$ cat src/hdl/fsin_pkg.sv
package fsin_pkg;

  localparam logic [31:0] QNAN       = 32'h7fc00000;
  localparam logic [31:0] PI_F       = 32'h40490fdb;
  localparam logic [31:0] TWO_PI_F   = 32'h40c90fdb;
  localparam logic [31:0] HALF_PI_F  = 32'h3fc90fdb;
  localparam logic [31:0] QUART_PI_F = 32'h3f490fdb;
  localparam logic [31:0] ONE_F      = 32'h3f800000;
  localparam logic [31:0] HALF_F     = 32'h3f000000;
  localparam logic [31:0] S7_F       = 32'hb94d64b6;
  localparam logic [31:0] S5_F       = 32'h3c088666;
  localparam logic [31:0] S3_F       = 32'hbe2aaaac;
  localparam logic [31:0] C6_F       = 32'hbab38106;
  localparam logic [31:0] C4_F       = 32'h3d2aa789;

  // shared unit operation codes
  localparam logic [1:0] OP_ADD = 2'd0;
  localparam logic [1:0] OP_SUB = 2'd1;
  localparam logic [1:0] OP_MUL = 2'd2;

  typedef struct packed {
    logic       start;
    logic [1:0] op;
  } fpu_ctl_t;

  // ordered compare of two non-negative finite floats: a >= b
  function automatic logic fge(input logic [31:0] a, input logic [31:0] b);
    fge = (a[30:0] >= b[30:0]);
  endfunction

endpackage

$ cat src/hdl/fsin_fpu.sv
// Multi-cycle binary32 add/sub/mul, round to nearest even, subnormals kept.
// Finite operands only. Result valid in done cycle.
module fsin_fpu (
  input  logic               clk,
  input  logic               rst,
  input  fsin_pkg::fpu_ctl_t ctl,
  input  logic [31:0]        a,
  input  logic [31:0]        b,
  output logic [31:0]        res,
  output logic               done
);
  import fsin_pkg::*;

  localparam logic [2:0] S_IDLE  = 3'd0;
  localparam logic [2:0] S_ALIGN = 3'd1;
  localparam logic [2:0] S_OP    = 3'd2;
  localparam logic [2:0] S_NORM  = 3'd3;
  localparam logic [2:0] S_ROUND = 3'd4;

  logic [2:0]  state;
  logic [1:0]  op;
  logic        sa, sb, sr;
  logic [9:0]  ea, eb;
  logic [23:0] ma, mb;
  // working magnitude: value = mw * 2^(ew - 150 - 26) roughly; 50 bits
  logic [49:0] mw;
  logic signed [10:0] ew;
  logic        sticky;

  logic [7:0] a_e, b_e;
  assign a_e = a[30:23];
  assign b_e = b[30:23];

  // full 48-bit mantissa product
  logic [47:0] prod;
  assign prod = ma * mb;

  // normalization: top bit of mw; S_NORM shifts one bit at a time
  logic lz_top;
  assign lz_top = mw[49];

  always_ff @(posedge clk) begin
    if (rst) begin
      state <= S_IDLE;
      done  <= 1'b0;
    end else begin
      done <= 1'b0;
      unique case (state)
        S_IDLE: begin
          if (ctl.start) begin
            op <= ctl.op;
            sa <= a[31];
            sb <= (ctl.op == OP_SUB) ? ~b[31] : b[31];
            ea <= {2'b0, (a_e == 8'd0) ? 8'd1 : a_e};
            eb <= {2'b0, (b_e == 8'd0) ? 8'd1 : b_e};
            ma <= {(a_e != 8'd0), a[22:0]};
            mb <= {(b_e != 8'd0), b[22:0]};
            state <= (ctl.op == OP_MUL) ? S_OP : S_ALIGN;
          end
        end
        S_ALIGN: begin
          // order so that a has the larger magnitude
          if ({ea, ma} < {eb, mb}) begin
            ea <= eb; eb <= ea; ma <= mb; mb <= ma; sa <= sb; sb <= sa;
          end
          state <= S_OP;
        end
        S_OP: begin
          sticky <= 1'b0;
          if (op == OP_MUL) begin
            // product of 24x24 with exponent; value = mw * 2^(ew-150-46+...)
            mw <= {2'b0, prod};
            sr <= sa ^ sb;
            ew <= $signed({1'b0, ea}) + $signed({1'b0, eb}) - 11'sd124;
          end else begin : addsub
            logic [9:0]  d;
            logic [49:0] bx;
            logic        st;
            d  = ea - eb;
            bx = {1'b0, mb, 25'b0};
            st = 1'b0;
            if (d > 10'd26) begin
              st = (mb != 24'd0);
              bx = 50'd0;
            end else begin
              st = |(bx & ((50'd1 << d[4:0]) - 50'd1));
              bx = bx >> d[4:0];
            end
            sr <= sa;
            if (sa == sb) mw <= {1'b0, ma, 25'b0} + bx + {49'b0, st};
            else          mw <= {1'b0, ma, 25'b0} - bx - {49'b0, st};
            ew <= $signed({1'b0, ea}) + 11'sd1;
          end
          state <= S_NORM;
        end
        S_NORM: begin
          // bring leading one to bit 49 (or stop at min exponent)
          if (mw == 50'd0) begin
            state <= S_ROUND;
          end else if (!lz_top && ew > 11'sd1) begin
            mw <= mw << 1;
            ew <= ew - 11'sd1;
          end else if (ew < 11'sd1) begin
            sticky <= sticky | mw[0];
            mw <= mw >> 1;
            ew <= ew + 11'sd1;
          end else begin
            state <= S_ROUND;
          end
        end
        default: begin
          // round: keep mw[49:26] (24 bits), guard mw[25], rest sticky
          begin : rnd
            logic [24:0] m;
            logic        g, s;
            logic [10:0] e;
            m = {1'b0, mw[49:26]};
            g = mw[25];
            s = (|mw[24:0]) | sticky;
            if (g && (s || m[0])) m = m + 25'd1;
            e = ew;
            if (m[24]) begin
              m = m >> 1;
              e = e + 11'sd1;
            end
            if (mw == 50'd0)
              res <= (op == OP_MUL) ? {sr, 31'b0} : 32'b0;
            else if (!m[23])
              res <= {sr, 8'd0, m[22:0]};
            else
              res <= {sr, e[7:0], m[22:0]};
          end
          done  <= 1'b1;
          state <= S_IDLE;
        end
      endcase
    end
  end

endmodule

$ cat src/hdl/float_sine_unit_core.sv
// Float sine: one item at a time; ready only while idle with no result held.
// Inf/NaN input returns QNaN without using the shared unit; else 8 to 10
// shared-unit ops, each normalizing one shift at a time, for inputs up to 2*pi.
// Larger inputs are reduced first: step doubles by exponent increment, then each
// halving may subtract (at most 256 halvings). Next item accepted the cycle
// after the result is taken. Reset (rst, synchronous): sequencer idle, no result.
module float_sine_unit_core (
  input  logic        clk,
  input  logic        rst,
  input  logic        in_valid,
  output logic        in_ready,
  input  logic [31:0] angle_bits,
  output logic        out_valid,
  input  logic        out_ready,
  output logic [31:0] sine_bits
);
  import fsin_pkg::*;

  localparam logic [4:0] Q_IDLE  = 5'd0;
  localparam logic [4:0] Q_GROW  = 5'd1;
  localparam logic [4:0] Q_RED   = 5'd2;
  localparam logic [4:0] Q_RSUB  = 5'd3;
  localparam logic [4:0] Q_HALVE = 5'd4;
  localparam logic [4:0] Q_FPI   = 5'd5;
  localparam logic [4:0] Q_FHALF = 5'd6;
  localparam logic [4:0] Q_FQ    = 5'd7;
  localparam logic [4:0] Q_T2    = 5'd8;
  localparam logic [4:0] Q_P1    = 5'd9;
  localparam logic [4:0] Q_P2    = 5'd10;
  localparam logic [4:0] Q_P3    = 5'd11;
  localparam logic [4:0] Q_P4    = 5'd12;
  localparam logic [4:0] Q_P5    = 5'd13;
  localparam logic [4:0] Q_P6    = 5'd14;
  localparam logic [4:0] Q_P7    = 5'd15;
  localparam logic [4:0] Q_OUT   = 5'd16;
  localparam logic [4:0] Q_WAIT  = 5'd17;

  logic [4:0]  state, ret;
  logic [31:0] x, step, t2;
  logic        neg, use_cos;
  logic [8:0]  guard;
  fpu_ctl_t    ctl;
  logic [31:0] fa, fb, fr;
  logic        fdone;

  fsin_fpu u_fpu (
    .clk(clk), .rst(rst), .ctl(ctl), .a(fa), .b(fb), .res(fr), .done(fdone)
  );

  assign in_ready = (state == Q_IDLE) && !out_valid;

  // issue helper: launch op then wait, returning to ret
  always_ff @(posedge clk) begin
    if (rst) begin
      state     <= Q_IDLE;
      ret       <= Q_IDLE;
      out_valid <= 1'b0;
      ctl       <= '0;
    end else begin
      if (out_valid && out_ready) out_valid <= 1'b0;
      unique case (state)
        Q_IDLE: begin
          if (in_valid && in_ready) begin
            neg   <= angle_bits[31] || (angle_bits[30:0] == 31'd0);
            x     <= {1'b0, angle_bits[30:0]};
            step  <= TWO_PI_F;
            guard <= 9'd0;
            if (angle_bits[30:23] == 8'hff) begin
              sine_bits <= QNAN;
              out_valid <= 1'b1;
            end else if (angle_bits[30:0] <= TWO_PI_F[30:0]) begin
              state <= Q_FPI;
            end else begin
              state <= Q_GROW;
            end
          end
        end
        // doubling is exact: exponent increment
        Q_GROW: begin
          if (fge(x, {step[31:23] + 9'd1, step[22:0]}))
            step <= {step[31:23] + 9'd1, step[22:0]};
          else
            state <= Q_RED;
        end
        Q_RED: begin
          if (fge(x, TWO_PI_F) && guard != 9'd256) begin
            if (fge(x, step)) begin
              fa <= x; fb <= step; ctl <= '{start: 1'b1, op: OP_SUB};
              ret <= Q_RSUB; state <= Q_WAIT;
            end else begin
              state <= Q_HALVE;
            end
          end else begin
            state <= Q_FPI;
          end
        end
        Q_RSUB: begin
          x <= fr;
          state <= Q_HALVE;
        end
        Q_HALVE: begin
          step  <= {step[31:23] - 9'd1, step[22:0]};
          guard <= guard + 9'd1;
          state <= Q_RED;
        end
        // fold at pi
        Q_FPI: begin
          if (fge(x, PI_F)) begin
            fa <= x; fb <= PI_F; ctl <= '{start: 1'b1, op: OP_SUB};
            neg <= ~neg;
            ret <= Q_FHALF; state <= Q_WAIT;
          end else begin
            state <= Q_FHALF;
          end
        end
        Q_FHALF: begin : fh
          logic [31:0] v;
          v = (ret == Q_FHALF) ? fr : x;
          if (fge(v, HALF_PI_F)) begin
            fa <= PI_F; fb <= v; ctl <= '{start: 1'b1, op: OP_SUB};
            ret <= Q_FQ; state <= Q_WAIT;
          end else begin
            x <= v;
            ret <= Q_IDLE;
            state <= Q_FQ;
          end
        end
        Q_FQ: begin : fq
          logic [31:0] v;
          v = (ret == Q_FQ) ? fr : x;
          if (!fge(v, QUART_PI_F) || v == QUART_PI_F) begin
            use_cos <= 1'b0;
            x <= v;
            fa <= v; fb <= v; ctl <= '{start: 1'b1, op: OP_MUL};
            ret <= Q_P1; state <= Q_WAIT;
          end else begin
            use_cos <= 1'b1;
            fa <= HALF_PI_F; fb <= v; ctl <= '{start: 1'b1, op: OP_SUB};
            ret <= Q_T2; state <= Q_WAIT;
          end
        end
        Q_T2: begin
          x <= fr;
          fa <= fr; fb <= fr; ctl <= '{start: 1'b1, op: OP_MUL};
          ret <= Q_P1; state <= Q_WAIT;
        end
        Q_P1: begin
          t2 <= fr;
          fa <= use_cos ? C6_F : S7_F; fb <= fr; ctl <= '{start: 1'b1, op: OP_MUL};
          ret <= Q_P2; state <= Q_WAIT;
        end
        Q_P2: begin
          fa <= fr; fb <= use_cos ? C4_F : S5_F; ctl <= '{start: 1'b1, op: OP_ADD};
          ret <= Q_P3; state <= Q_WAIT;
        end
        Q_P3: begin
          fa <= fr; fb <= t2; ctl <= '{start: 1'b1, op: OP_MUL};
          ret <= Q_P4; state <= Q_WAIT;
        end
        Q_P4: begin
          fa <= fr; fb <= use_cos ? HALF_F : S3_F;
          ctl <= '{start: 1'b1, op: (use_cos ? OP_SUB : OP_ADD)};
          ret <= Q_P5; state <= Q_WAIT;
        end
        Q_P5: begin
          fa <= fr; fb <= t2; ctl <= '{start: 1'b1, op: OP_MUL};
          ret <= Q_P6; state <= Q_WAIT;
        end
        Q_P6: begin
          fa <= fr; fb <= ONE_F; ctl <= '{start: 1'b1, op: OP_ADD};
          ret <= use_cos ? Q_OUT : Q_P7; state <= Q_WAIT;
        end
        Q_P7: begin
          fa <= fr; fb <= x; ctl <= '{start: 1'b1, op: OP_MUL};
          ret <= Q_OUT; state <= Q_WAIT;
        end
        Q_OUT: begin
          sine_bits <= {fr[31] ^ neg, fr[30:0]};
          out_valid <= 1'b1;
          state     <= Q_IDLE;
        end
        // start is a one-cycle pulse: dropped on the first wait cycle
        Q_WAIT: begin
          ctl.start <= 1'b0;
          if (fdone) state <= ret;
        end
        default: state <= Q_IDLE;
      endcase
    end
  end

`ifndef SYNTH
  a_busy_not_ready: assert property (@(posedge clk) disable iff (rst)
    (state != Q_IDLE) |-> !in_ready) else $error("ready while busy");
  a_out_hold: assert property (@(posedge clk) disable iff (rst)
    (out_valid && !out_ready) |=> (out_valid && $stable(sine_bits)))
    else $error("result dropped");
  a_no_start_wait: assert property (@(posedge clk) disable iff (rst)
    (state == Q_WAIT && !fdone) |=> (state == Q_WAIT || state == ret))
    else $error("left wait early");
`endif

endmodule
$ cat config.mk
export PLATFORM = sky130hd
export DESIGN_NAME = float_sine_unit_core
export DESIGN_NICKNAME = d
export VERILOG_FILES = /design/src/hdl/fsin_pkg.sv /design/src/hdl/fsin_fpu.sv /design/src/hdl/float_sine_unit_core.sv
export SDC_FILE = /design/constraint.sdc
export NUM_CORES = 2
export LEC_CHECK = 0
export ABC_CLOCK_PERIOD_IN_PS = 22400
export BUFFER_PORTS_ARGS = -buffer_cell sky130_fd_sc_hd__buf_2
export CAP_MARGIN = 10
export CORE_UTILIZATION = 30
export DETAILED_ROUTE_END_ITERATION = 10
export PLACE_DENSITY = 0.49
export REMOVE_ABC_BUFFERS = 1
export SKIP_CTS_REPAIR_TIMING = 1
export SLEW_MARGIN = 10
export SYNTH_ARGS = -nofsm -noshare
export SYNTH_HDL_FRONTEND = slang
export SYNTH_SLANG_ARGS = --single-unit
$ cat constraint.sdc
create_clock -name clk -period 22.4 [get_ports clk]
set_input_delay 0 -clock clk [delete_from_list [all_inputs] [get_ports clk]]
set_output_delay 0 -clock clk [all_outputs]
set_load 0.005 [all_outputs]
* After elaboration in Yosys (flattened, before gate mapping)
Index checks and enable logic that the tools add are counted.
** Operators by class
- Add/sub/neg operators :: 16
- Multipliers :: 1
- $lt $le $gt $ge :: 11
- Equal/unequal tests :: 49
- Shift-type cells :: 2
- Mux-type cells :: 123
- Bitwise logic cells :: 11
- Reduce and logical (&&, ||, !) cells :: 65
** Operator list (count)
- $mux 32 :: 21
- $mux 50 :: 9
- $pmux 32 s10 :: 1
- $pmux 32 s6 :: 1
- $mux 24 :: 7
- $pmux 32 s4 :: 1
- $mux 25 :: 4
- $pmux 50 s2 :: 1
- $pmux 24 s2 :: 2
- $pmux 32 s3 :: 1
- $pmux 32 s2 :: 1
- $ge 31x30->1 const B :: 2
- $ge 31x31->1 :: 2
- $ge 31x31->1 const B :: 2
- $mux 5 :: 12
- $pmux 5 s12 :: 1
- $add 49x50->50 :: 1
- $add 50x1->50 :: 1
- $and 49x50->50 :: 1
- $logic_not 50->1 :: 1
- $reduce_or 50->1 :: 1
- $shl 1x5->50 const A :: 1
- $shr 49x5->50 :: 1
- $sub 49x50->50 :: 1
- other kinds (83) :: 202
** Storage, ports and cells
- Register bits :: 388
- Input port bits :: 36
- Output and inout port bits :: 34
- Word-level logic and storage cells :: 307

* Longest topological paths before layout
- Depth after elaboration :: 13
- Gate-level depth with buffers :: 29
- Gate-level depth less buffers :: 27

* By module
A second synthesis with hierarchy kept.
** Second synthesis, totals
- Cells, all modules :: 5396
- Area, all modules :: 47703.3 µm²
** Modules (own cells, without submodules)
- fsin_fpu :: times used 1, cells each 4381, area an instance 36900.4 µm², seq. area each 5094.9 µm²
- float_sine_unit_core :: times used 1, cells each 1015, area an instance 10802.9 µm², seq. area each 5715.5 µm²

* Least setup slack after synthesis
OpenSTA, ideal clock, no wires.
- Kind :: reg-to-reg
- Start :: register u_fpu.res[15]
- End :: register x[0], enable pin
- Arrival time :: 7.041 ns
- Required time :: 21.806 ns
- Slack :: 14.765 ns
- Cell stages (with the launch flop) :: 9
- Path through :: edfxtp_1 > nor4_1 > o41ai_1 > a211o_1 > a211o_1 > a311oi_1 > a21o_1 > nor2_1 > a2111oi_0
** Between the ends
- Cells in the longest elaborated chain, start to end :: 6
- Elaborated cells between the ends (all ways) :: 10
** RTL lines
- start: declaration :: line fsin_fpu.sv:9 : output logic [31:0] res,
- start signal: assignment :: line fsin_fpu.sv:127 : res <= (op == OP_MUL) ? {sr, 31'b0} : 32'b0;
- start signal: assignment :: line fsin_fpu.sv:129 : res <= {sr, 8'd0, m[22:0]};
- start signal: assignment :: line fsin_fpu.sv:131 : res <= {sr, e[7:0], m[22:0]};
- $mux 32 :: line float_sine_unit_core.sv:130 : v = (ret == Q_FQ) ? fr : x;
- $ge 31x30->1 :: line fsin_pkg.sv:28 : fge = (a[30:0] >= b[30:0]);
- $logic_not 1->1 :: line float_sine_unit_core.sv:131 : if (!fge(v, QUART_PI_F) || v == QUART_PI_F) begin
- $logic_or 1x1->1 :: line float_sine_unit_core.sv:131
- $ne 2x2->1 (no line)
- $reduce_and 5->1 (no line) *
- end signal: assignment :: line float_sine_unit_core.sv:123 : x <= v;
- end signal: assignment :: line float_sine_unit_core.sv:133 : x <= v;
- end signal: assignment :: line float_sine_unit_core.sv:143 : x <= fr;
- end: declaration :: line float_sine_unit_core.sv:39 : logic [31:0] x, step, t2;
Mark *: on every way between the ends. The rest lies on a longest branch, timed or not.
A chain may end at the register's enable or synchronous reset.

* Final worst setup path
- Start :: register u_fpu.mb[9]
- End :: register u_fpu.mw[36], data pin
** Between the ends
- Cells in the longest elaborated chain, start to end :: 10
- Elaborated cells between the ends (all ways) :: 20
** RTL lines
- start: declaration :: line fsin_fpu.sv:24 : logic [23:0] ma, mb;
- start signal: assignment :: line fsin_fpu.sv:57 : mb <= {(b_e != 8'd0), b[22:0]};
- $shr 49x5->50 or $and 49x50->50 (tied branches) :: line fsin_fpu.sv:87, fsin_fpu.sv:86
- $mux 50 or $reduce_or 50->1 (tied branches) :: line fsin_fpu.sv:82, fsin_fpu.sv:86
- $mux 50 or $mux 1 (tied branches) :: line fsin_fpu.sv:70, fsin_fpu.sv:82
- $mux 50 or $mux 1 (tied branches) :: line fsin_fpu.sv:48, fsin_fpu.sv:70
- $mux 50 or $mux 1 (tied branches) :: line fsin_fpu.sv:43, fsin_fpu.sv:48
- $sub 49x50->50, or another cell as far along :: line fsin_fpu.sv:91 : else mw <= {1'b0, ma, 25'b0} - bx - {49'b0, st};
- $sub 50x1->50 or $add 50x1->50 (tied branches) :: line fsin_fpu.sv:91, fsin_fpu.sv:90
- $mux 50 :: line fsin_fpu.sv:90 : if (sa == sb) mw <= {1'b0, ma, 25'b0} + bx + {49'b0, st};
- $mux 50 * :: line fsin_fpu.sv:70 : if (op == OP_MUL) begin
- $pmux 50 s2 * :: line fsin_fpu.sv:48 : unique case (state)
- end signal: assignment :: line fsin_fpu.sv:72 : mw <= {2'b0, prod};
- end signal: assignment :: line fsin_fpu.sv:90
- end signal: assignment :: line fsin_fpu.sv:91
- end: declaration :: line fsin_fpu.sv:26 : logic [49:0] mw;
Mark *: on every way between the ends. The rest lies on a longest branch, timed or not. The select of a mux whose other input is x is not followed.

==> impl_metrics.ini <==
[status]
outcome = finished, violations left
violations = negative hold slack

[critical_path]
critPathSlowestCell = edfxtp_1
slowest_delay_ps = 1150
crit_buf_inv = 3
crit_type = reg2reg
cp-start-kind = flop
crit_required_ps = 22750
crit_chain = inv_1 -> nor2_1 -> fa_1 -> fa_1 -> fa_1 -> inv_1 -> fa_1 -> fa_1 -> inv_1 -> fa_1 -> fa_1 -> ha_1 -> and2_1 -> a221o_1 -> a211o_1 -> a32oi_1 -> a21boi_0 -> o21ai_0 -> a21oi_1 -> o221ai_1 -> mux2i_1 -> a221oi_1 -> a31oi_1
end_kind = flop
worstPathArrival_ps = 9280
crit_path_frequent_cell = fa_1
crit_family = adder cells
crit_fanout = 21

[finish]
final_common_cell = inv_1
multi_input_area_um2 = 32440
seq_area_um2 = 10810
nNetsFinal = 6225
final_core_util = 0.3328
syn_to_final_growth_pct = 9.575
final_cell_mix = inv_1 (745), nand2_1 (726), fa_1 (483)
layout-drive-gt1-share = 0.07284
design_area_um2 = 51560
fillers = 16210

[yosys]
ys_seq_area_frac = 0.2297
yosys_warnings = 0
synth_edf_count = 348
synth_area_um2 = 47060
avgSynthCellArea_um2 = 8.832
syn_inst = 5328
synthFlopType = edfxtp_1
ys_ff_latch = 366
ys_async_sr_fraction = 0
synthDistinctLibCells = 90

[placed_design]
hpwl_um = 138200
gp_congestion = 0.9593
post-place-ws_ps = 13670
placed_area_um2 = 49750
numPortBuffers = 69

[drt]
drt_iter0_drc = 4285
dr.pass1.iters = 6
wl_per_cell_um = 24.76
routed-via-count = 40130
drc = 0
antenna_left = 0
routed_wl_um = 182600
drt-vias-per-instance = 5.442

[hold_path]
hp-class = in2reg

[clock_tree]
root_buffer = clkbuf_16
clock-sinks = 366
clock_path_buffers = 3
clk_pin_slew_ps = 80
cts_tree = done
numCtsBuffers = 45
clk_latency_ps = 620
cts_max_level = 2

[timing]
fin_crit_sh = 0.3983
fin_setup_tns_ps = 0
fin_hold_ws_ps = -15.40
min_period_ps = 8921
skew_ps = 28.78
worst_pin_slew_ps = 1202
setup_viol = 0
rsz0062_at_grt = no
hold_viol_final = 2
drv_slew = 0
slew_headroom = 0.1989
fmax_mhz = 112.1
fin_ws_ps = 13480

[job]
cap_violations = 0

[floorplanning]
coreArea_um2 = 154900
pin_count = 70
chipWidth_um = 398.1
die_area_um2 = 158400
start_util = 0.3037
rows = 144
dieHeight_um = 398.1

[grt]
antenna_found_initial = 8
grt_start_max_net_pins = 62
first_global_vias = 40300
grt_remaining_overflow = 0
grt_util_all_layers = 0.2275
grt_pass1_wl_um = 269400
area by class of cell:
| class | instances | share of cell area |
|---|---|---|
| Multi-Input combinational cell | 3918 | 0.6292 |
| Sequential cell | 366 | 0.2097 |
| Inverter | 755 | 0.05496 |
| Tap cell | 2044 | 0.04960 |
| Timing Repair Buffer | 207 | 0.02854 |
| Clock buffer | 56 | 0.02303 |
| Clock inverter | 25 | 0.004902 |
| Antenna cell | 3 | 0.0001456 |
path summary, 6_finish.rpt:
| kind | startpoint | slack (ps) | cells after the start | to |
|---|---|---|---|---|
| max reg2reg | u_fpu.mb[9] | 13480 | 23 | u_fpu.mw[36] |
| min reg2reg | ctl[0] | 430 | 0 | u_fpu.op[0] |
| min | in_valid | -20 | 4 | state[3] |
| max | u_fpu.mb[9] | 13480 | 23 | u_fpu.mw[36] |
synthesized netlist by cell type, types with 77 or more instances:
master | count | area share
clkbuf_1 | 252 | 0.020
ha_1 | 413 | 0.11
nand3_1 | 77 | 0.0082
edfxtp_1 | 348 | 0.22
nor2_1 | 477 | 0.038
inv_1 | 745 | 0.059
fa_1 | 483 | 0.21
nor3_1 | 77 | 0.0082
a21oi_1 | 279 | 0.030
o21ai_0 | 185 | 0.020
nand2_1 | 726 | 0.058
xnor2_1 | 129 | 0.024
state kept, by name (all words and copies together) (netlist names), 10 cells and up:
signal     flops
u_fpu.mw      50
fa            32
fb            32
sine_bits     32
t2            32
u_fpu.res     32
x             32
u_fpu.ma      24
u_fpu.mb      24
u_fpu.ew      11
step          10
u_fpu.ea      10
u_fpu.eb      10
per-layer routing:
metal,GRT usage,up-vias,wire length (µm)
met2,0.3708,1664,84810
met1,0.3114,20200,77700
met4,0.07793,4,6989
met5,0,-,20
li1,-,17920,-
met3,0.02561,334,13040
tightest hold or removal path: stages:
cell      delay, ps
buf_2           100
nand2b_1        110
a31o_2          270
nor2_1           60
kinds of logic (layout without fill, tap and decap cells):
logic type | after synthesis | count (layout) | share of synthesized area
DFF | 366 | 366 | 0.2297
and+or+nand+nor | 1726 | 1726 | 0.1636
adders and majority gates | 897 | 897 | 0.3155
muxes | 136 | 136 | 0.03611
buffers and inverters | 1044 | 1043 | 0.08381
other | 0 | 3 | 0
xor gates and xnor gates | 195 | 195 | 0.03629
AOI/OAI and AO/OA | 964 | 964 | 0.1349
through the flow:
step | instances | hold WS, ps
2_1_floorplan | 5039 | 69.07
3_3_place_gp | 7254 | 331.4
3_5_place_dp | 7254 | 330.5
4_1_cts | 7335 | -319.1
5_1_grt | 7371 | 6.812
6_report | 7374 | -15.40
Power is left out: the tool's default activity adds up to more than one toggle a clock period on the data nets, which glitch-free logic cannot reach.
